<file path="config.mk">
export PLATFORM = sky130hd
export DESIGN_NAME = group_varint_signed_encoder
export DESIGN_NICKNAME = d
export VERILOG_FILES = /design/src/hdl/gvse_pkg.sv /design/src/hdl/group_varint_signed_encoder.sv
export SDC_FILE = /design/constraint.sdc
export NUM_CORES = 1
export LEC_CHECK = 0
export ABC_CLOCK_PERIOD_IN_PS = 2900
export BUFFER_PORTS_ARGS = -buffer_cell sky130_fd_sc_hd__clkbuf_2
export CELL_PAD_IN_SITES_DETAIL_PLACEMENT = 0
export CELL_PAD_IN_SITES_GLOBAL_PLACEMENT = 1
export CORE_MARGIN = 2
export CORE_UTILIZATION = 45
export DETAILED_ROUTE_END_ITERATION = 10
export PLACE_DENSITY_LB_ADDON = 0.3
export SYNTH_ARGS = -nofsm -noshare
export SYNTH_HDL_FRONTEND = slang
export SYNTH_SLANG_ARGS = --single-unit
</file>
<file path="constraint.sdc">
create_clock -name clk_i -period 2.9 [get_ports clk_i]
set_input_delay 0.145 -clock clk_i [delete_from_list [all_inputs] [get_ports clk_i]]
set_output_delay 0.145 -clock clk_i [all_outputs]
set_load 0.05 [all_outputs]
</file>
<file path="src/hdl/gvse_pkg.sv">
// package with types, constants and helpers for the group varint signed encoder
`timescale 1ns / 1ps

package gvse_pkg;

  localparam int unsigned LimitW         = 17;
  localparam int unsigned BufBytesMaxDef = 65536;
  localparam int unsigned ValueW         = 32;
  localparam int unsigned ByteW          = 8;
  localparam int unsigned GroupN         = 4;

  // input kinds
  localparam logic KIND_PUSH  = 1'b0;
  localparam logic KIND_FLUSH = 1'b1;

  // bit positions inside the result tuser
  localparam int unsigned USER_VALID = 0;
  localparam int unsigned USER_EOB   = 1;
  localparam int unsigned USER_OVF   = 2;
  localparam int unsigned UserW      = 3;

  typedef enum logic [0:0] {
    ST_IDLE,
    ST_EMIT
  } state_e;

  // minimal two's-complement byte count minus one
  function automatic logic [1:0] code_of(input logic [ValueW-1:0] v);
    logic [ValueW-1:0] s0;
    logic [ValueW-1:0] s1;
    logic [ValueW-1:0] s2;
    s0 = v + 32'h0000_0080;
    s1 = v + 32'h0000_8000;
    s2 = v + 32'h0080_0000;
    if (s0 < 32'h0000_0100) begin
      return 2'd0;
    end else if (s1 < 32'h0001_0000) begin
      return 2'd1;
    end else if (s2 < 32'h0100_0000) begin
      return 2'd2;
    end
    return 2'd3;
  endfunction

endpackage

</file>
<file path="src/hdl/group_varint_signed_encoder.sv">
// top level of the group varint signed encoder
//
// channel   dir  handshake                  payload
// s_axis    in   tvalid/tready              tdata = data_value, tuser = kind
// m_axis    out  tvalid/tready              tdata = out_byte, tuser = flags, tlast
// cfg       in   cfg_we_i                   cfg_wdata_i = buffer_limit
//
// a push that does not complete a group, an empty flush or a flush in error is handled without entering the emit state
// a completed group or a padded flush sends one byte per cycle, unless the output stalls,
// through one byte selector, tag then value bytes, input held off meanwhile; an overflow
// ends the group early with its flagged result
// reset clears all state but the result payload registers; held values read as zero, limit is 65536
// a stalled result register holds the sequencer and the input
`timescale 1ns / 1ps

module group_varint_signed_encoder #(
  parameter int unsigned BUFFER_BYTES_MAX = gvse_pkg::BufBytesMaxDef
) (
  input  logic                        clk_i,
  input  logic                        rst_ni,
  input  logic                        s_axis_tvalid,
  output logic                        s_axis_tready,
  input  logic [gvse_pkg::ValueW-1:0] s_axis_tdata,   // [31:0] data_value
  input  logic                        s_axis_tuser,   // [0] kind
  output logic                        m_axis_tvalid,
  input  logic                        m_axis_tready,
  output logic [gvse_pkg::ByteW-1:0]  m_axis_tdata,   // [7:0] out_byte
  output logic [gvse_pkg::UserW-1:0]  m_axis_tuser,   // [0] byte_valid, [1] end_of_buffer, [2] overflow
  output logic                        m_axis_tlast,   // last_of_run
  input  logic                        cfg_we_i,
  input  logic [gvse_pkg::LimitW-1:0] cfg_wdata_i     // buffer_limit
);

  localparam int unsigned CntW = $clog2(BUFFER_BYTES_MAX + 1);

  gvse_pkg::state_e state_q, state_d;

  logic [gvse_pkg::LimitW-1:0] limit_q;
  logic [gvse_pkg::ValueW-1:0] held_q [gvse_pkg::GroupN];
  logic [gvse_pkg::ValueW-1:0] held_d [gvse_pkg::GroupN];
  logic [1:0]                  code_q [gvse_pkg::GroupN];
  logic [1:0]                  code_d [gvse_pkg::GroupN];
  logic [1:0]                  cnt_q, cnt_d;
  logic [CntW-1:0]             bytes_q, bytes_d;
  logic                        err_q, err_d;
  logic                        flush_q, flush_d;
  logic                        tag_q, tag_d;
  logic [1:0]                  vi_q, vi_d;
  logic [1:0]                  bi_q, bi_d;

  logic                        out_valid_q, out_valid_d;
  logic [gvse_pkg::ByteW-1:0]  out_data_q, out_data_d;
  logic [gvse_pkg::UserW-1:0]  out_user_q, out_user_d;
  logic                        out_last_q, out_last_d;
  logic                        out_load;

  logic                        out_free;
  logic                        in_acc;
  logic [CntW-1:0]             limit_eff;
  logic                        ovf_hit;
  logic                        final_byte;
  logic [gvse_pkg::ByteW-1:0]  cur_byte;
  logic [gvse_pkg::ByteW-1:0]  tag_byte;

  assign out_free      = !out_valid_q || m_axis_tready;
  assign s_axis_tready = (state_q == gvse_pkg::ST_IDLE) && out_free;
  assign in_acc        = s_axis_tvalid && s_axis_tready;

  assign m_axis_tvalid = out_valid_q;
  assign m_axis_tdata  = out_data_q;
  assign m_axis_tuser  = out_user_q;
  assign m_axis_tlast  = out_last_q;

  always_comb begin
    if (32'(limit_q) < 32'(BUFFER_BYTES_MAX)) begin
      limit_eff = CntW'(limit_q);
    end else begin
      limit_eff = CntW'(BUFFER_BYTES_MAX);
    end
  end

  assign ovf_hit    = bytes_q >= limit_eff;
  assign tag_byte   = {code_q[0], code_q[1], code_q[2], code_q[3]};
  assign cur_byte   = tag_q ? tag_byte : held_q[vi_q][{bi_q, 3'b000} +: gvse_pkg::ByteW];
  assign final_byte = !tag_q && (vi_q == 2'd3) && (bi_q == code_q[vi_q]);

  // next state
  always_comb begin
    state_d = state_q;
    case (state_q)
      gvse_pkg::ST_IDLE: begin
        if (in_acc && !err_q) begin
          if (s_axis_tuser == gvse_pkg::KIND_PUSH && cnt_q == 2'd3) begin
            state_d = gvse_pkg::ST_EMIT;
          end else if (s_axis_tuser == gvse_pkg::KIND_FLUSH && cnt_q != 2'd0) begin
            state_d = gvse_pkg::ST_EMIT;
          end
        end
      end
      gvse_pkg::ST_EMIT: begin
        if (out_free && (ovf_hit || final_byte)) begin
          state_d = gvse_pkg::ST_IDLE;
        end
      end
      default: state_d = gvse_pkg::ST_IDLE;
    endcase
  end

  // datapath and results
  always_comb begin
    held_d     = held_q;
    code_d     = code_q;
    cnt_d      = cnt_q;
    bytes_d    = bytes_q;
    err_d      = err_q;
    flush_d    = flush_q;
    tag_d      = tag_q;
    vi_d       = vi_q;
    bi_d       = bi_q;
    out_load   = 1'b0;
    out_data_d = '0;
    out_user_d = '0;
    out_last_d = 1'b0;
    case (state_q)
      gvse_pkg::ST_IDLE: begin
        if (in_acc) begin
          if (s_axis_tuser == gvse_pkg::KIND_PUSH) begin
            if (!err_q) begin
              held_d[cnt_q] = s_axis_tdata;
              code_d[cnt_q] = gvse_pkg::code_of(s_axis_tdata);
              cnt_d         = cnt_q + 2'd1;
              if (cnt_q == 2'd3) begin
                flush_d = 1'b0;
                tag_d   = 1'b1;
                vi_d    = 2'd0;
                bi_d    = 2'd0;
              end
            end
          end else if (!err_q && cnt_q != 2'd0) begin
            flush_d = 1'b1;
            tag_d   = 1'b1;
            vi_d    = 2'd0;
            bi_d    = 2'd0;
            cnt_d   = 2'd0;
          end else begin
            out_load                       = 1'b1;
            out_last_d                     = 1'b1;
            out_user_d[gvse_pkg::USER_EOB] = 1'b1;
            out_user_d[gvse_pkg::USER_OVF] = err_q;
            bytes_d                        = '0;
            err_d                          = 1'b0;
          end
        end
      end
      gvse_pkg::ST_EMIT: begin
        if (out_free) begin
          out_load = 1'b1;
          if (ovf_hit || final_byte) begin
            out_last_d                     = 1'b1;
            out_user_d[gvse_pkg::USER_EOB] = flush_q;
            for (int i = 0; i < gvse_pkg::GroupN; i++) begin
              held_d[i] = '0;
              code_d[i] = '0;
            end
            cnt_d = 2'd0;
          end
          if (ovf_hit) begin
            out_user_d[gvse_pkg::USER_OVF] = 1'b1;
            err_d                          = !flush_q;
            if (flush_q) begin
              bytes_d = '0;
            end
          end else begin
            out_data_d                       = cur_byte;
            out_user_d[gvse_pkg::USER_VALID] = 1'b1;
            bytes_d                          = flush_q && final_byte ? '0 : bytes_q + 1'b1;
            if (tag_q) begin
              tag_d = 1'b0;
            end else if (bi_q == code_q[vi_q]) begin
              vi_d = vi_q + 2'd1;
              bi_d = 2'd0;
            end else begin
              bi_d = bi_q + 2'd1;
            end
          end
        end
      end
      default: ;
    endcase
  end

  always_comb begin
    if (out_load) begin
      out_valid_d = 1'b1;
    end else if (m_axis_tready) begin
      out_valid_d = 1'b0;
    end else begin
      out_valid_d = out_valid_q;
    end
  end

  always_ff @(posedge clk_i or negedge rst_ni) begin
    if (!rst_ni) begin
      state_q     <= gvse_pkg::ST_IDLE;
      limit_q     <= gvse_pkg::LimitW'(gvse_pkg::BufBytesMaxDef);
      for (int i = 0; i < gvse_pkg::GroupN; i++) begin
        held_q[i] <= '0;
        code_q[i] <= '0;
      end
      cnt_q       <= '0;
      bytes_q     <= '0;
      err_q       <= 1'b0;
      flush_q     <= 1'b0;
      tag_q       <= 1'b0;
      vi_q        <= '0;
      bi_q        <= '0;
      out_valid_q <= 1'b0;
    end else begin
      state_q     <= state_d;
      if (cfg_we_i) begin
        limit_q <= cfg_wdata_i;
      end
      held_q      <= held_d;
      code_q      <= code_d;
      cnt_q       <= cnt_d;
      bytes_q     <= bytes_d;
      err_q       <= err_d;
      flush_q     <= flush_d;
      tag_q       <= tag_d;
      vi_q        <= vi_d;
      bi_q        <= bi_d;
      out_valid_q <= out_valid_d;
    end
  end

  always_ff @(posedge clk_i) begin
    if (out_load) begin
      out_data_q <= out_data_d;
      out_user_q <= out_user_d;
      out_last_q <= out_last_d;
    end
  end

  // checks
  a_busy_not_ready : assert property (@(posedge clk_i) disable iff (!rst_ni)
    state_q == gvse_pkg::ST_EMIT |-> !s_axis_tready)
    else $error("input ready while a group is being sent");

  a_ovf_no_byte : assert property (@(posedge clk_i) disable iff (!rst_ni)
    out_valid_q |-> !(out_user_q[gvse_pkg::USER_VALID] && out_user_q[gvse_pkg::USER_OVF]))
    else $error("overflow result carries a byte");

  a_eob_last : assert property (@(posedge clk_i) disable iff (!rst_ni)
    out_valid_q && out_user_q[gvse_pkg::USER_EOB] |-> out_last_q)
    else $error("end of buffer without tlast");

  a_err_empty : assert property (@(posedge clk_i) disable iff (!rst_ni)
    err_q |-> cnt_q == 2'd0 && state_q == gvse_pkg::ST_IDLE)
    else $error("values held while in error");

endmodule
</file>
* Yosys cells after proc, flatten, opt, wreduce, memory -nomap -nowiden
Index checks and enable logic that the tools add are counted.
** Cells by class
- Bitwise operators :: 5
- Reductions and logical operators :: 30
- Eq/ne operators :: 20
- Shifts and indexed selects :: 1
- $add $sub $neg :: 7
- Magnitude comparators :: 8
- Multiplexer cells :: 110
** Operators by type and width (count)
- two-way mux 128 bit :: 5
- one-hot mux 128 bit (2 select lines) :: 1
- two-way mux 17 bit :: 8
- bitwise mux 128 bit :: 1
- two-way mux 32 bit :: 3
- binary-select mux 32 bit (select 2 bit) :: 1
- demux 32 bit (select 2 bit) :: 1
- two-way mux 2 bit :: 32
- two-way mux 8 bit :: 6
- two-way mux 1 bit :: 37
- one-hot mux 17 bit (2 select lines) :: 1
- adder 32 x 16 -> 32 bit, second input constant :: 1
- adder 32 x 24 -> 32 bit, second input constant :: 1
- adder 32 x 8 -> 32 bit, second input constant :: 1
- less-than comparator 32 x 17 -> 1 bit, second input constant :: 1
- less-than comparator 32 x 25 -> 1 bit, second input constant :: 1
- less-than comparator 32 x 9 -> 1 bit, second input constant :: 1
- variable part select 32 x 6 -> 8 bit :: 1
- AND reduction 5 bit :: 5
- adder 17 x 1 -> 17 bit, second input constant :: 1
- >= comparator 17 bit :: 1
- less-than comparator 17 bit, second input constant :: 1
- != test 2 bit, second input constant :: 8
- one-hot mux 2 bit (2 select lines) :: 4
- 25 further kinds :: 58
** Word-level totals
- Flip-flop bits (word level) :: 193
- Bits of input ports :: 55
- Word-level logic and storage cells :: 203

* Depth between registers and ports, before layout
- Word-level depth :: 19
- Gate-level depth with buffers :: 13
- Gate-level depth less buffers :: 11

* Worst setup path after synthesis
Ideal clock, no wire load.
- Path kind :: reg2reg
- Start point :: reg limit_q[16] (netlist name)
- End point :: reg vi_q[1]
- Setup time :: 0.126 ns
- Required time :: 2.774 ns
- Stages on the path, launching flop included :: 13
- Path slack :: -0.163 ns
- Arrival time :: 2.938 ns
- Cell sequence :: dfstp_2 -> clkinv_1 -> clkbuf_1 -> nand2_1 -> ha_1 -> a21o_1 -> a21o_1 -> a21oi_1 -> o2111ai_1 -> or4_1 -> clkbuf_1 -> a21o_1 -> a221o_1
** On the way
- Longest elaborated chain between the ends :: 5
** Ends and longest elaborated chain
- from (decl) :: line group_varint_signed_encoder.sv:38 : logic [gvse_pkg::LimitW-1:0] limit_q;
- from (signal assigned) :: line group_varint_signed_encoder.sv:205 : limit_q <= gvse_pkg::LimitW'(gvse_pkg::BufBytesMaxDef);
- from (signal assigned) :: line group_varint_signed_encoder.sv:221 : limit_q <= cfg_wdata_i;
- less-than comparator 17 bit :: line group_varint_signed_encoder.sv:75 : if (32'(limit_q) < 32'(BUFFER_BYTES_MAX)) begin
- two-way mux 17 bit * :: line group_varint_signed_encoder.sv:75
- >= comparator 17 bit * :: line group_varint_signed_encoder.sv:82 : assign ovf_hit = bytes_q >= limit_eff;
- != test 2 bit (no line) *
- AND reduction 8 bit (no line) *
- to (signal assigned) :: line group_varint_signed_encoder.sv:230 : vi_q <= vi_d;
- to (decl) :: line group_varint_signed_encoder.sv:48 : logic [1:0] vi_q, vi_d;
Mark *: on every way between the ends. The rest lies on a longest branch, timed or not.
A chain may end at the register's enable or synchronous reset.

* Worst setup path in the final report
Same ends and word-level chain as after synthesis.

==> out/summary.md <==
* completed — result of the run
* 0.262 — share of post-route cells with drive strength above 1
* 582 uV — largest voltage drop on the vdd net
* done — CTS tree
* 0.0417 — global-route met3 utilization
* 0.0102 mm^2 — area of the mapped netlist
* 0.794 ns — slew at the pin with the worst max-slew slack
* compound AO/OA/AOI/OAI gates — main combinational cell family by area after synthesis
* 3.67 mW — net switching power
* 1,247 — Finished Layout Cells
* 848 mW/mm^2 — Cell Pwr Density
* 0.0239 mm^2 — area of the die
* sky130_fd_sc_hd__dfrtp_1 — most common cell after layout, fill and taps aside
* 854 — number of cells produced by synthesis
* 0.479 — sequential fraction of the synthesis area
* 0.0151 ns — Layout Skew
* 0.0120 mm^2 — final std cell area, no fill
* 0 — total overflow reported by the global router
* 0.112 — post-synthesis share of cell area spent on and, or, nand and nor gates
* 12 — number of flops mapped to enable cells by yosys
* 0 — number of warnings reported in the yosys synthesis log
* 21.9 um — routed wirelength normalized by instance count
* 75 — synth unique cells
* 4 — H-tree depth
* 0.0110 mm^2 — placed cell areas
* 17.1% — P&R area growth vs syn
* 12.0 um^2 — average instance area after synthesis
* 0.312 — global routing usage on met1
* 0.388 — sequential fraction of design power
* 0 — antenna diode count
* sky130_fd_sc_hd__dfrtp_1 (179), sky130_fd_sc_hd__a22o_1 (133), sky130_fd_sc_hd__clkbuf_2 (67) — commonest cells after routing, fill and taps aside
* 0.0224 mm^2 — area of the core region
* 0.0318 — fraction of the mapped netlist area in adder cells
* 0.234 — clock group share of total power
* 2.77 ns — Tmin final
* 0 — final setup vio count
* 0.0111 — XOR/XNOR share of the synthesized area
* 0.196 — Synth Area in Compound Gates
* 0 — Post-route DRC
* 7,685 — total vias in the final route
* 0.0232 ns — Worst Hold Slack
* 0.127 — mux contribution to synthesized area
* 3.22 ns — required arrival time at the worst endpoint
* 360 MHz — peak clock frequency supported by timing
* 935 — Synth Net Count
* flip-flop — Startpoint Class
* 0.44 ns — insertion delay of the later-clocked pin in the worst-skew pair
* 593 — DRC violation total after the first TritonRoute iteration
* 0.466 — Worst slew margin
* input port to flip-flop — worst hold path type
* 69 — number of top-level pins
* 68 — I/O Buffers
* 7 — first-pass detailed-route iteration total
* 68 — largest net degree at the start of global routing
* 17.7 mm — DP HPWL
* 0.394 — met2 Resource Use GR
* 0.455 — Initial Util
* 193 — Num Clock Sinks
* 0.233 — global-route total usage across every layer
* 0 — max-slew violation count
* 0 — antenna-violating nets left
* 2 — Bufs on Longest Clock Path
* 1,030 — final layout net count
* 7,755 — number of global-route vias before repair
* 5.34 nW — leakage power
* met2 — grt peak-use layer
* 155 um — Die Span X
* 0 — final hold violation count
* 0.441 — share of the synthesized area in the top cell type
* flip-flop — Critical Path End Type
* sky130_fd_sc_hd__dfrtp_1 — cell taking the most area after synthesis
* 6.16 — via/cell ratio
* sky130_fd_sc_hd__dfrtp_1 — top flip-flop cell by instance count after synthesis
* false — unrepaired setup endpoints after global routing
* 193 — FF+latch count, synth
* 0 — MaxCap Viol Count
* 0.938 — Async S/R FF share, synth
* 155 um — chip height
* 0 — initial antenna violation count
* 0.13 ns — flop2flop setup slack
* sky130_fd_sc_hd__dfrtp_1 (44%), sky130_fd_sc_hd__a22o_1 (11%), sky130_fd_sc_hd__mux4_2 (9.3%), sky130_fd_sc_hd__edfxtp_1 (3.5%), sky130_fd_sc_hd__ha_1 (3.2%) — leading cell types by total area after synthesis
* 27.3 mm — Total Wirelength
* 1,186 — placed instance count
* 0.378 — share of total power in combinational logic
* 17 — clock buffer count from CTS
* 3.09 ns — worst endpoint data arrival time
* 0.362 — proportion of total power due to net switching
* sky130_fd_sc_hd__clkbuf_16 — root buffer cell
* 55 — number of core rows
* flip-flop to flip-flop — Critical Setup Path Class
* 6.47 mW — total internal power
* 8 — maximum fanout encountered on the critical timing path
* 43.3 mm — first-pass GRT wire length
* 0.07 ns — Worst-path clk slew
* 0.807 — final weighted congestion in routability-driven placement
* 0.957 — part of the cycle the worst path needs
-- final timing paths --
path / cells after the start / start / end
max: 10 / limit_q[16] / vi_q[1]
min: 2 / s_axis_tdata[4] / held_q[100]
max reg2reg: 10 / limit_q[16] / vi_q[1]
min reg2reg: 1 / held_q[22] / held_q[22]
max in group asynchronous: 3 / rst_ni / limit_q[16]
min in group asynchronous: 2 / rst_ni / held_q[36]
-- state kept, by name, summed over array words and instances, names as in the netlist --
name / cells
err_q: 1
bi_q: 2
m_axis_tuser: 3
m_axis_tlast: 1
m_axis_tvalid: 1
bytes_q: 17
held_q: 128
m_axis_tdata: 8
flush_q: 1
limit_q: 17
vi_q: 2
tag_q: 1
cnt_q: 2
state_q: 1
code_q: 8
-- per-layer routing --
metal / vias up / share of wire
met5: - / 0
met2: 225 / 0.50
met1: 3933 / 0.44
li1: 3502 / -
met3: 25 / 0.047
met4: 0 / 0.017
-- layout make-up --
type / count / area [um^2]
Clock buffer: 18 / 429
Clock inverter: 14 / 166
Fill cell: 1890 / 10500
Inverter: 16 / 62.6
Multi-Input combinational cell: 573 / 4950
Sequential cell: 193 / 4890
Tap cell: 285 / 357
Timing Repair Buffer: 148 / 1110
-- critical path, cell delays in order (launching register included) --
cell and delay, ns:
sky130_fd_sc_hd__dfstp_2 0.56, sky130_fd_sc_hd__inv_4 0.06, sky130_fd_sc_hd__nand2_1 0.06, sky130_fd_sc_hd__ha_1 0.25
sky130_fd_sc_hd__a21o_1 0.18, sky130_fd_sc_hd__a31oi_2 0.19, sky130_fd_sc_hd__o21ai_2 0.12, sky130_fd_sc_hd__and2_1 0.21
sky130_fd_sc_hd__or4_4 0.53, sky130_fd_sc_hd__a21o_1 0.21, sky130_fd_sc_hd__a221o_1 0.28
-- synth_stat cells (all sizes together) (16+ instances only) --
cell type / n
ha: 26
a21oi: 33
nor2: 42
buf: 30
mux4: 42
nand4: 16
nand2: 45
nand3: 25
dfrtp: 180
clkbuf: 42
mux2: 19
a22o: 133
o21ai: 23
-- metrics by stage --
step	util	TNS, ns	power (mW)	setup slack (ns)
2_1_floorplan	-	0	6.50	0.00560
3_3_place_gp	0.490	-0.0311	7.60	-0.0163
3_5_place_dp	0.490	-0.0935	7.65	-0.0528
4_1_cts	0.528	0	10.1	0.0126
5_1_grt	0.533	0	10.7	0.0415
6_report	0.533	0	10.1	0.126
-- what timing repair did --
| item | 4_1_cts | 5_1_grt |
|---|---|---|
| endpoints found under the setup margin | 4 | 165 |
| hold buffers | 24 | 0 |
| buffers inserted | 0 | 3 |
| gates resized for setup | 4 | 11 |
| gates cloned | 0 | 2 |
| hold endpoints to repair | 104 | 0 |
| pin swaps | 0 | 4 |
-- power by group through the flow --
| stage | clock network [mW] | logic (mW) | registers, mW |
|---|---|---|---|
| finish | 2.38 | 3.83 | 3.94 |
| global route | 2.53 | 4.13 | 4.03 |
| CTS | 2.41 | 3.72 | 3.93 |
| detailed placement | 0 | 3.68 | 3.97 |
| global placement | 0 | 3.64 | 3.96 |
| floorplan | 0 | 2.47 | 4.03 |
-- cells by family (layout without fill, tap and decap cells) --
family / Yosys count / after routing
AO/OA/AOI/OAI: 254 / 254
XOR/XNOR: 13 / 13
adder cells (fa/ha/maj): 26 / 26
buffers and inverters: 88 / 196
flip-flops: 193 / 193
multiplexers: 74 / 74
AND/OR/NAND/NOR: 206 / 206
No activity file was read; power rests on OpenSTA's default activity.
